File: config.mk
export PLATFORM = sky130hd
export DESIGN_NAME = eeprom_page_write_verify_sequencer
export DESIGN_NICKNAME = d
export VERILOG_FILES = /design/src/rtl/core/epwv_pkg.sv /design/src/rtl/core/epwv_buffer.sv /design/src/rtl/core/epwv_ctrl.sv /design/src/rtl/core/eeprom_page_write_verify_sequencer.sv
export SDC_FILE = /design/constraint.sdc
export NUM_CORES = 2
export LEC_CHECK = 0
export BUFFER_PORTS_ARGS = -buffer_cell sky130_fd_sc_hd__buf_4
export CORE_MARGIN = 2
export CORE_UTILIZATION = 44
export DETAILED_ROUTE_END_ITERATION = 16
export HOLD_SLACK_MARGIN = 0.03
export RECOVER_POWER = 50
export REMOVE_ABC_BUFFERS = 1
export SLEW_MARGIN = 20
export SYNTH_ARGS = -nofsm -noshare
export SYNTH_HDL_FRONTEND = slang
export SYNTH_SLANG_ARGS = --single-unit
export TNS_END_PERCENT = 5
File: constraint.sdc
create_clock -name clk_i -period 4 [get_ports clk_i]
set_input_delay 0.4 -clock clk_i [delete_from_list [all_inputs] [get_ports clk_i]]
set_output_delay 0.4 -clock clk_i [all_outputs]
set_load 0.005 [all_outputs]
File: src/rtl/core/epwv_pkg.sv
// Shared types and codes for the EEPROM page-write/verify sequencer.
// No dependencies.
package epwv_pkg;

  typedef enum logic [2:0] {
    OP_LOAD     = 3'd0,
    OP_START_RD = 3'd1,
    OP_START_WR = 3'd2,
    OP_SERVICE  = 3'd3,
    OP_RESET    = 3'd4,
    OP_READBACK = 3'd5
  } op_e;

  typedef enum logic [2:0] {
    CMD_NONE   = 3'd0,
    CMD_READ   = 3'd1,
    CMD_PAGE   = 3'd2,
    CMD_POLL   = 3'd3,
    CMD_VERIFY = 3'd4
  } cmd_e;

  typedef enum logic [2:0] {
    RES_IDLE    = 3'd0,
    RES_BUSY    = 3'd1,
    RES_SUCCESS = 3'd2,
    RES_INVALID = 3'd3,
    RES_COMM    = 3'd4,
    RES_VERIFY  = 3'd5
  } res_e;

  localparam logic [1:0] ST_BUSY     = 2'd0;
  localparam logic [1:0] ST_COMPLETE = 2'd1;
  localparam logic [1:0] ST_NOTREADY = 2'd2;

  localparam logic       CFG_IO_WAIT  = 1'b0;
  localparam logic       CFG_ACK_POLL = 1'b1;

  // One result item (before packing onto the bus).
  typedef struct packed {
    logic [2:0]  command;
    logic [15:0] cmd_address;
    logic [8:0]  cmd_length;
    logic [7:0]  write_byte;
    logic        clear_status;
    logic        write_protect;
    logic [2:0]  result_code;
    logic        accepted;
    logic        last;
  } item_t;

  // Controller -> datapath commands.
  typedef struct packed {
    logic       buf_wr;      // write buffer entry
    logic [7:0] buf_wr_idx;
    logic [7:0] buf_wr_data;
    logic       buf_rd;      // read buffer entry
    logic [7:0] buf_rd_idx;
  } dp_cmd_t;

  // Datapath -> controller status.
  typedef struct packed {
    logic [7:0] rd_data;
  } dp_sts_t;

endpackage

File: src/rtl/core/epwv_buffer.sv
// Write-data buffer of the sequencer: 256 x 8 memory, one write and one
// registered read per cycle. Depends on epwv_pkg.
module epwv_buffer (
  input  logic              clk_i,
  input  epwv_pkg::dp_cmd_t cmd_i,
  output epwv_pkg::dp_sts_t sts_o
);

  logic [7:0] mem_q [256];
  logic [7:0] rd_q;

  // memory write and registered read
  always_ff @(posedge clk_i) begin
    if (cmd_i.buf_wr) begin
      mem_q[cmd_i.buf_wr_idx] <= cmd_i.buf_wr_data;
    end
    if (cmd_i.buf_rd) begin
      rd_q <= mem_q[cmd_i.buf_rd_idx];
    end
  end

  assign sts_o.rd_data = rd_q;

endmodule

File: src/rtl/core/epwv_ctrl.sv
// Sequencer controller: decodes items, steps phases, emits result items.
// Depends on epwv_pkg; reads the buffer in epwv_buffer via command/status.
module epwv_ctrl #(
  parameter int unsigned PageSize    = 32,
  parameter int unsigned MemoryBytes = 32768,
  parameter int unsigned MaxTransfer = 256
) (
  input  logic              clk_i,
  input  logic              rst_ni,
  input  logic              in_valid_i,
  output logic              in_ready_o,
  input  logic [2:0]        op_i,
  input  logic [15:0]       address_i,
  input  logic [15:0]       length_i,
  input  logic [7:0]        byte_index_i,
  input  logic [7:0]        data_byte_i,
  input  logic [1:0]        io_status_i,
  input  logic              start_refused_i,
  input  logic              cfg_valid_i,
  input  logic              cfg_index_i,
  input  logic              cfg_index_ok_i,
  input  logic [15:0]       cfg_data_i,
  output logic              out_valid_o,
  input  logic              out_ready_i,
  output epwv_pkg::item_t   item_o,
  output epwv_pkg::dp_cmd_t dp_cmd_o,
  input  epwv_pkg::dp_sts_t dp_sts_i
);

  localparam int unsigned PW = $clog2(PageSize + 1);

  typedef enum logic [3:0] {
    PH_IDLE, PH_START_READ, PH_WAIT_READ, PH_START_PAGE, PH_WAIT_PAGE,
    PH_START_POLL, PH_WAIT_POLL, PH_START_VERIFY, PH_WAIT_VERIFY
  } phase_e;

  // engine state: accept, emit result, stream page bytes, compare readback
  typedef enum logic [2:0] {
    EN_ACCEPT, EN_EMIT, EN_BYTES, EN_CMP_RD, EN_CMP
  } eng_e;

  phase_e      phase_q;
  eng_e        eng_q;
  logic [2:0]  res_q;
  logic [15:0] base_q;
  logic [8:0]  tlen_q;
  logic [8:0]  woff_q;
  logic [5:0]  plen_q;
  logic [7:0]  acks_q;
  logic [15:0] bwait_q;
  logic        mism_q;
  logic        prot_q;
  logic [15:0] io_lim_q;
  logic [7:0]  ack_lim_q;
  logic [5:0]  bcnt_q;
  logic [7:0]  cmp_data_q;
  logic        out_valid_q;
  epwv_pkg::item_t item_q;

  // page size computation from current offset
  logic [15:0] abs_addr;
  logic [PW-1:0] page_rem;
  logic [8:0]  xfer_rem;
  logic [8:0]  next_plen;
  logic [16:0] range_end;
  logic        range_ok;
  logic        slot_free;

  assign abs_addr  = base_q + {7'd0, woff_q};
  assign page_rem  = PW'(PageSize - (32'(abs_addr) % PageSize));
  assign xfer_rem  = tlen_q - woff_q;
  assign next_plen = (9'(page_rem) < xfer_rem) ? 9'(page_rem) : xfer_rem;
  assign range_end = {1'b0, address_i} + {1'b0, length_i};
  assign range_ok  = (length_i != 16'd0) && (32'(length_i) <= MaxTransfer) &&
                     (32'(range_end) <= MemoryBytes);

  assign slot_free  = !out_valid_q || out_ready_i;
  assign in_ready_o = (eng_q == EN_ACCEPT) && slot_free;
  assign out_valid_o = out_valid_q;
  assign item_o     = item_q;

  // buffer access commands
  always_comb begin
    dp_cmd_o = '0;
    dp_cmd_o.buf_wr      = in_valid_i && in_ready_o && op_i == epwv_pkg::OP_LOAD &&
                           phase_q == PH_IDLE;
    dp_cmd_o.buf_wr_idx  = byte_index_i;
    dp_cmd_o.buf_wr_data = data_byte_i;
    if (eng_q == EN_BYTES) begin
      dp_cmd_o.buf_rd     = 1'b1;
      dp_cmd_o.buf_rd_idx = woff_q[7:0] + {2'd0, bcnt_q};
    end else begin
      // read only for a readback transaction so read data holds otherwise
      dp_cmd_o.buf_rd     = (eng_q == EN_ACCEPT) && in_valid_i && in_ready_o &&
                            op_i == epwv_pkg::OP_READBACK;
      dp_cmd_o.buf_rd_idx = byte_index_i;
    end
  end

  // one clocked block: phase, engine and the output register
  always_ff @(posedge clk_i or negedge rst_ni) begin
    if (!rst_ni) begin
      phase_q     <= PH_IDLE;
      eng_q       <= EN_ACCEPT;
      res_q       <= epwv_pkg::RES_IDLE;
      base_q      <= '0;
      tlen_q      <= '0;
      woff_q      <= '0;
      plen_q      <= '0;
      acks_q      <= '0;
      bwait_q     <= '0;
      mism_q      <= 1'b0;
      prot_q      <= 1'b1;
      io_lim_q    <= 16'd1000;
      ack_lim_q   <= 8'd10;
      bcnt_q      <= '0;
      cmp_data_q  <= '0;
      out_valid_q <= 1'b0;
      item_q      <= '0;
    end else begin
      logic        emit;
      logic [2:0]  e_cmd;
      logic [15:0] e_addr;
      logic [8:0]  e_len;
      logic        e_clr;
      logic        e_acc;
      logic        e_last;
      logic        waiting;
      logic [15:0] bw_inc;
      logic [7:0]  ack_inc;
      phase_e      ph;
      logic [2:0]  rs;
      logic        pr;
      logic        ov;
      epwv_pkg::item_t it;
      emit = 1'b0; e_cmd = epwv_pkg::CMD_NONE; e_addr = '0; e_len = '0;
      e_clr = 1'b0; e_acc = 1'b0; e_last = 1'b1; waiting = 1'b0;
      bw_inc = '0; ack_inc = acks_q + 8'd1;
      ph = phase_q; rs = res_q; pr = prot_q;
      ov = out_valid_q && !out_ready_i; it = item_q;

      if (cfg_valid_i && cfg_index_ok_i) begin
        if (cfg_index_i == epwv_pkg::CFG_IO_WAIT) io_lim_q <= cfg_data_i;
        else ack_lim_q <= cfg_data_i[7:0];
      end

      case (eng_q)
        EN_ACCEPT: begin
          if (in_valid_i && in_ready_o) begin
            emit = 1'b1;
            case (op_i)
              epwv_pkg::OP_START_RD, epwv_pkg::OP_START_WR: begin
                if (phase_q == PH_IDLE) begin
                  if (!range_ok) begin
                    rs = epwv_pkg::RES_INVALID;
                  end else begin
                    base_q  <= address_i;
                    tlen_q  <= length_i[8:0];
                    bwait_q <= '0;
                    rs = epwv_pkg::RES_BUSY;
                    e_acc = 1'b1;
                    if (op_i == epwv_pkg::OP_START_RD) begin
                      ph = PH_START_READ;
                    end else begin
                      woff_q <= '0; plen_q <= '0; acks_q <= '0; mism_q <= 1'b0;
                      ph = PH_START_PAGE;
                    end
                  end
                end
              end
              epwv_pkg::OP_RESET: begin
                if (phase_q == PH_IDLE) rs = epwv_pkg::RES_IDLE;
              end
              epwv_pkg::OP_READBACK: begin
                // buffer read issued this cycle; compare next
                if (phase_q == PH_WAIT_VERIFY && {1'b0, byte_index_i} < tlen_q) begin
                  emit = 1'b0;
                  cmp_data_q <= data_byte_i;
                  eng_q <= EN_CMP;
                end
              end
              epwv_pkg::OP_SERVICE: begin
                // busy status handling shared by wait phases
                if (io_status_i == epwv_pkg::ST_BUSY) begin
                  bw_inc = (bwait_q != 16'hFFFF) ? bwait_q + 16'd1 : bwait_q;
                end
                case (phase_q)
                  PH_START_READ, PH_START_POLL, PH_START_VERIFY: begin
                    e_clr = 1'b1;
                    if (start_refused_i) begin
                      pr = 1'b1; rs = epwv_pkg::RES_COMM; ph = PH_IDLE;
                    end else if (phase_q == PH_START_READ) begin
                      ph = PH_WAIT_READ; e_cmd = epwv_pkg::CMD_READ;
                      e_addr = base_q; e_len = tlen_q;
                    end else if (phase_q == PH_START_POLL) begin
                      ph = PH_WAIT_POLL; e_cmd = epwv_pkg::CMD_POLL;
                    end else begin
                      ph = PH_WAIT_VERIFY; e_cmd = epwv_pkg::CMD_VERIFY;
                      e_addr = base_q; e_len = tlen_q;
                    end
                  end
                  PH_START_PAGE: begin
                    e_clr = 1'b1;
                    plen_q <= next_plen[5:0];
                    if (start_refused_i) begin
                      pr = 1'b1; rs = epwv_pkg::RES_COMM; ph = PH_IDLE;
                    end else begin
                      pr = 1'b0; ph = PH_WAIT_PAGE; e_cmd = epwv_pkg::CMD_PAGE;
                      e_addr = abs_addr; e_len = next_plen;
                      if (next_plen != 9'd0) begin
                        e_last = 1'b0;
                        bcnt_q <= '0;
                        eng_q  <= EN_BYTES;
                      end
                    end
                  end
                  PH_WAIT_READ, PH_WAIT_PAGE, PH_WAIT_POLL, PH_WAIT_VERIFY: begin
                    waiting = io_status_i == epwv_pkg::ST_BUSY;
                    if (waiting) begin
                      bwait_q <= bw_inc;
                      if (bw_inc >= io_lim_q) begin
                        pr = 1'b1; rs = epwv_pkg::RES_COMM; ph = PH_IDLE;
                      end
                    end else begin
                      bwait_q <= '0;
                      e_clr = 1'b1;
                      case (phase_q)
                        PH_WAIT_READ: begin
                          pr = 1'b1; ph = PH_IDLE;
                          rs = (io_status_i == epwv_pkg::ST_COMPLETE) ?
                               epwv_pkg::RES_SUCCESS : epwv_pkg::RES_COMM;
                        end
                        PH_WAIT_PAGE: begin
                          pr = 1'b1;
                          if (io_status_i != epwv_pkg::ST_COMPLETE) begin
                            rs = epwv_pkg::RES_COMM; ph = PH_IDLE;
                          end else begin
                            acks_q <= '0; ph = PH_START_POLL;
                          end
                        end
                        PH_WAIT_POLL: begin
                          if (io_status_i == epwv_pkg::ST_COMPLETE) begin
                            woff_q <= woff_q + {3'd0, plen_q};
                            ph = ((woff_q + {3'd0, plen_q}) < tlen_q) ?
                                 PH_START_PAGE : PH_START_VERIFY;
                          end else if (io_status_i == epwv_pkg::ST_NOTREADY) begin
                            acks_q <= ack_inc;
                            if (ack_inc < ack_lim_q) ph = PH_START_POLL;
                            else begin
                              pr = 1'b1; rs = epwv_pkg::RES_COMM; ph = PH_IDLE;
                            end
                          end else begin
                            pr = 1'b1; rs = epwv_pkg::RES_COMM; ph = PH_IDLE;
                          end
                        end
                        default: begin
                          pr = 1'b1; ph = PH_IDLE;
                          if (io_status_i != epwv_pkg::ST_COMPLETE)
                            rs = epwv_pkg::RES_COMM;
                          else if (mism_q) rs = epwv_pkg::RES_VERIFY;
                          else rs = epwv_pkg::RES_SUCCESS;
                        end
                      endcase
                    end
                  end
                  default: ;
                endcase
              end
              default: ;
            endcase
          end
        end
        EN_CMP: begin
          if (dp_sts_i.rd_data != cmp_data_q) mism_q <= 1'b1;
          eng_q <= EN_EMIT;
        end
        EN_EMIT: begin
          if (slot_free) begin
            emit  = 1'b1;
            eng_q <= EN_ACCEPT;
          end
        end
        EN_BYTES: begin
          // buffer read issued; data arrives next cycle
          eng_q <= EN_CMP_RD;
        end
        EN_CMP_RD: begin
          if (slot_free) begin
            ov = 1'b1;
            it = '{command: epwv_pkg::CMD_NONE, cmd_address: '0,
                   cmd_length: '0, write_byte: dp_sts_i.rd_data,
                   clear_status: 1'b0, write_protect: prot_q,
                   result_code: res_q, accepted: 1'b0,
                   last: (bcnt_q + 6'd1) == plen_q};
            bcnt_q <= bcnt_q + 6'd1;
            eng_q <= ((bcnt_q + 6'd1) == plen_q) ? EN_ACCEPT : EN_BYTES;
          end
        end
        default: eng_q <= EN_ACCEPT;
      endcase

      phase_q <= ph;
      res_q   <= rs;
      prot_q  <= pr;
      if (emit) begin
        ov = 1'b1;
        it = '{command: e_cmd, cmd_address: e_addr, cmd_length: e_len,
               write_byte: '0, clear_status: e_clr, write_protect: pr,
               result_code: rs, accepted: e_acc, last: e_last};
      end
      out_valid_q <= ov;
      item_q      <= it;
    end
  end

endmodule

File: src/rtl/core/eeprom_page_write_verify_sequencer.sv
// Top level of the EEPROM page-write/verify sequencer: stream ports,
// config port, controller (epwv_ctrl) and write buffer (epwv_buffer).
// Each result item is driven from the output register; a compared readback
// byte first passes the compare state, and a page command is followed by one
// data byte per page byte (buffer read then output register). Throughput: one
// item per cycle unless the output stalls; readbacks and page bytes hold input.
// Reset (rst_ni low, asynchronous): idle, write protect on, limits 1000/10.
module eeprom_page_write_verify_sequencer #(
  parameter int unsigned PageSize    = 32,
  parameter int unsigned MemoryBytes = 32768,
  parameter int unsigned MaxTransfer = 256
) (
  input  logic        clk_i,
  input  logic        rst_ni,
  input  logic        s_axis_tvalid,
  output logic        s_axis_tready,
  // operation[2:0], address[18:3], length[34:19], byte_index[42:35],
  // data_byte[50:43], io_status[52:51], start_refused[53], zero pad
  input  logic [55:0] s_axis_tdata,
  output logic        m_axis_tvalid,
  input  logic        m_axis_tready,
  // command[2:0], cmd_address[18:3], cmd_length[27:19], write_byte[35:28],
  // clear_status[36], write_protect[37], result_code[40:38], accepted[41]
  output logic [47:0] m_axis_tdata,
  output logic        m_axis_tlast,
  input  logic        cfg_valid_i,
  output logic        cfg_ready_o,
  input  logic [0:0]  cfg_index_i,
  input  logic [15:0] cfg_data_i
);

  epwv_pkg::item_t   item;
  epwv_pkg::dp_cmd_t dp_cmd;
  epwv_pkg::dp_sts_t dp_sts;

  assign cfg_ready_o = 1'b1;

  epwv_ctrl #(
    .PageSize(PageSize), .MemoryBytes(MemoryBytes), .MaxTransfer(MaxTransfer)
  ) u_ctrl (
    .clk_i, .rst_ni,
    .in_valid_i     (s_axis_tvalid),
    .in_ready_o     (s_axis_tready),
    .op_i           (s_axis_tdata[2:0]),
    .address_i      (s_axis_tdata[18:3]),
    .length_i       (s_axis_tdata[34:19]),
    .byte_index_i   (s_axis_tdata[42:35]),
    .data_byte_i    (s_axis_tdata[50:43]),
    .io_status_i    (s_axis_tdata[52:51]),
    .start_refused_i(s_axis_tdata[53]),
    .cfg_valid_i,
    .cfg_index_i    (cfg_index_i[0]),
    .cfg_index_ok_i (1'b1),
    .cfg_data_i,
    .out_valid_o    (m_axis_tvalid),
    .out_ready_i    (m_axis_tready),
    .item_o         (item),
    .dp_cmd_o       (dp_cmd),
    .dp_sts_i       (dp_sts)
  );

  epwv_buffer u_buf (
    .clk_i,
    .cmd_i(dp_cmd),
    .sts_o(dp_sts)
  );

  // pack result item
  assign m_axis_tdata = {6'd0, item.accepted, item.result_code, item.write_protect,
                         item.clear_status, item.write_byte, item.cmd_length,
                         item.cmd_address, item.command};
  assign m_axis_tlast = item.last;

endmodule
==> results.py <==
metrics = {
    "run_status": {
        "status": "finished, violations left",
        "violations": "max-capacitance violations, max-slew violations, negative setup slack",
    },
    "global_routing": {
        "antenna_found_initial": 9,
        "grt_pass1_wl_um": 352000,
        "grt_usage": 0.227,
        "grt_overflow": 0,
        "grt_max_degree": 152,
        "grt_pass1_vias": 51500,
    },
    "clock_network": {
        "cts_made_buffers": 219,
        "clkTransAtPathRegs_ps": 60,
        "insertion_delay_ps": 880,
        "cts_root_buf": "clkbuf_16",
        "cts_buffer_depth": 3,
        "cts_tree": "built",
        "cts.htree.levels": 4,
        "clkSinkCount": 2214,
    },
    "placed_design": {
        "io_buffer_count": 120,
        "gp_congestion": 0.870,
        "dp_hpwl_um": 155000,
        "dpl-instance-area_um2": 99600,
    },
    "critical_path": {
        "reg2reg_to": "u_buf.sts_o[7]",
        "cp_data_arrival_time_ps": 4650,
        "critPathLaunchType": "flop",
        "r2r_start": "u_ctrl.woff_q[1]",
        "r2r_setup_slack_ps": -30,
        "reg2reg_depth": 13,
        "worstPathMaxFanout": 8,
        "critPathCaptureType": "flop",
        "path_class": "reg -> reg",
        "crit_required_ps": 4620,
    },
    "timing": {
        "tightest_slew_ps": 3540,
        "min_period_over_period": 1.01,
        "fin_hold_ws_ps": 90.9,
        "relSlewSlack": -1.36,
        "rsz0062_at_grt": "yes",
        "drv_slew": 1582,
        "setup_slack_ps": -27.1,
        "fmax_mhz": 248,
        "final.setup_skew_ps": 48.0,
        "setup-violations-final": 1,
        "hold_viol_final": 0,
        "min_period_ps": 4030,
    },
    "hold_path": {
        "hold_start": "s_axis_tdata[51]",
        "worstHoldPathType": "in -> reg",
        "min_to": "u_ctrl.item_o[6]",
        "worstHoldPathCells": 4,
    },
    "synth": {
        "synthFlopType": "edfxtp_1",
        "postSynthAreaPerCell_um2": 17.1,
        "synth_top_cell_by_area": "edfxtp_1",
        "async_flop_share": 0.0714,
        "netlist_area_um2": 91600,
        "synth_edf_count": 2056,
        "synth_seq_cells": 2214,
        "ys_warn_count": 0,
        "syn_inst": 5349,
        "synth_top_area_frac": 0.674,
        "synthDistinctLibCells": 87,
        "synth_area_leaders": "edfxtp_1, mux4_2, dfrtp_1",
        "yosysSeqAreaShare": 0.717,
    },
    "die": {
        "initial_core_util": 0.442,
        "dieWidth_um": 460,
        "core_area_um2": 207000,
        "ioPinCount": 130,
        "rows": 167,
        "die_area_um2": 212000,
        "die_h_um": 460,
    },
    "detailed_routing": {
        "drtIter0Drc": 6088,
        "drc": 0,
        "wl_per_cell_um": 26.8,
        "drtAntennaViolNets": 0,
        "vias_per_cell": 5.74,
        "dr.pass1.iters": 5,
        "routed_wl_um": 242000,
        "vias": 51800,
    },
    "finish": {
        "drive_gt1_frac": 0.263,
        "stdcell_area_um2": 107000,
        "final_nets": 6226,
        "synthToLayoutAreaGrowth_pct": 17.2,
    },
    "power_and_ir_drop": {
        "p_total_mw": 50.0,
        "powerDensity_nw_per_um2": 465,
        "vdd_drop_max_mv": 0.351,
        "p_leak_nw": 36.6,
    },
    "run": {
        "drv_cap": 19,
    },
}
metal layers:
metal,GRT usage,vias up,share of wire
met5,0,-,0.000045
met4,0.0654,2,0.026
met3,0.0363,325,0.077
met2,0.363,2085,0.48
met1,0.325,27000,0.42
li1,-,22400,-
worst max-delay path, stage by stage (launching register included):
cell and delay (ps):
dfrtp_2 480, ha_1 310, a211oi_1 310, o21bai_1 180, a21oi_1 200, nand4b_1 140, nand3_1 240, buf_4 260
nor2_1 270, nand2_1 340, buf_4 280, a21oi_1 410, nor4_4 120, and3_1 210
registers in the layout, indices dropped and copies added (netlist names), 6 cells and up:
| signal | flops |
|---|---|
| u_buf.mem_q | 2048 |
| u_buf.sts_o | 8 |
| u_ctrl.ack_lim_q | 8 |
| u_ctrl.acks_q | 8 |
| u_ctrl.base_q | 16 |
| u_ctrl.bcnt_q | 6 |
| u_ctrl.bwait_q | 16 |
| u_ctrl.cmp_data_q | 8 |
| u_ctrl.io_lim_q | 16 |
| u_ctrl.item_o | 43 |
| u_ctrl.plen_q | 6 |
| u_ctrl.tlen_q | 9 |
| u_ctrl.woff_q | 9 |
worst max-delay path by stage:
stage	cells past startpoint	startpoint	slack, ps	to
global route	19	u_ctrl.bwait_q[0]	-140	u_ctrl.item_o[3]
finish	13	u_ctrl.woff_q[1]	-30	u_buf.sts_o[7]
floorplan	9	u_ctrl.eng_q[0]	-49870	u_buf.sts_o[0]
CTS	13	u_ctrl.bcnt_q[0]	-70	u_buf.sts_o[1]
global placement	17	u_ctrl.woff_q[1]	-140	u_ctrl.bcnt_q[3]
detailed placement	12	u_ctrl.bcnt_q[0]	-140	u_buf.sts_o[0]
cells by family (layout without fill, tap and decap cells):
group | count (synthesis) | after routing | synth area share
flip-flops | 2214 | 2214 | 0.717
AND/OR/NAND/NOR | 1504 | 1504 | 0.0715
buffers and inverters | 380 | 1265 | 0.0213
other | 2 | 11 | 0.0000820
multiplexers | 597 | 597 | 0.136
adder cells (fa/ha/maj) | 99 | 99 | 0.0139
AO/OA/AOI/OAI | 487 | 487 | 0.0334
XOR/XNOR | 66 | 66 | 0.00631
cell type report:
| cell class | instances | area (µm²) |
|---|---|---|
| diodes | 4 | 10.0 |
| multi-input cells | 2760 | 24300 |
| flip-flops and latches | 2214 | 65700 |
| clock inverters | 149 | 1360 |
| inverters | 83 | 312 |
| well taps | 2788 | 3490 |
| repair buffers | 773 | 6610 |
| fillers | 16700 | 99700 |
| clock buffers | 260 | 5630 |
cells in the mapped netlist, types with 18 or more instances:
| cell type | count |
|---|---|
| clkbuf_1 | 106 |
| buf_2 | 71 |
| inv_1 | 82 |
| mux4_2 | 510 |
| buf_6 | 18 |
| xor2_1 | 20 |
| mux2_2 | 52 |
| nand4_1 | 24 |
| and3_1 | 41 |
| nor2b_1 | 29 |
| mux2i_1 | 32 |
| nand3_1 | 263 |
| edfxtp_1 | 2056 |
| ha_1 | 92 |
| nor2_1 | 369 |
| nor3_1 | 39 |
| xnor2_1 | 46 |
| a21oi_1 | 154 |
| nand2_1 | 647 |
| a31oi_1 | 40 |
| nand2b_1 | 18 |
| buf_1 | 23 |
| dfrtp_1 | 149 |
| nor4_1 | 25 |
| buf_4 | 76 |
| o21ai_0 | 109 |
where the power goes:
group / total, mW / switching [mW] / internal [mW]
registers: 25.6 / 0.151 / 25.5
logic: 4.27 / 2.57 / 1.70
clock network: 20.1 / 8.89 / 11.2
cell usage in the layout (no fill, tap or decap), types with 52 or more instances in the layout:
cell type,instances
inv_1,81
ha_1,90
nor2_1,365
buf_4,594
dfrtp_1,147
nand2_1,643
clkinv_1,65
a21oi_1,150
buf_12,57
clkbuf_1,52
edfxtp_1,2056
mux2_2,52
mux4_2,510
o21ai_0,105
dlygate4sd3_1,75
nand3_1,259
clkbuf_16,219
stage by stage:
| stage | TNS [ps] | setup WS [ps] | utilization | instances |
|---|---|---|---|---|
| floorplan | -382160 | -49870 | - | 5057 |
| global placement | -744 | -137 | 0.481 | 8537 |
| detailed placement | -884 | -142 | 0.481 | 8537 |
| CTS | -71.6 | -71.6 | 0.519 | 9021 |
| global route | -10420 | -142 | 0.519 | 9028 |
| finish | -27.1 | -27.1 | 0.519 | 9031 |
what timing repair did:
action	4_1_cts	5_1_grt
hold endpoints to repair	139	0
endpoints found under the setup margin	10	44
pin swaps	0	12
hold buffers	75	0
resized for setup	10	48
buffers inserted	0	6
Power figures use the tool's default switching activity.
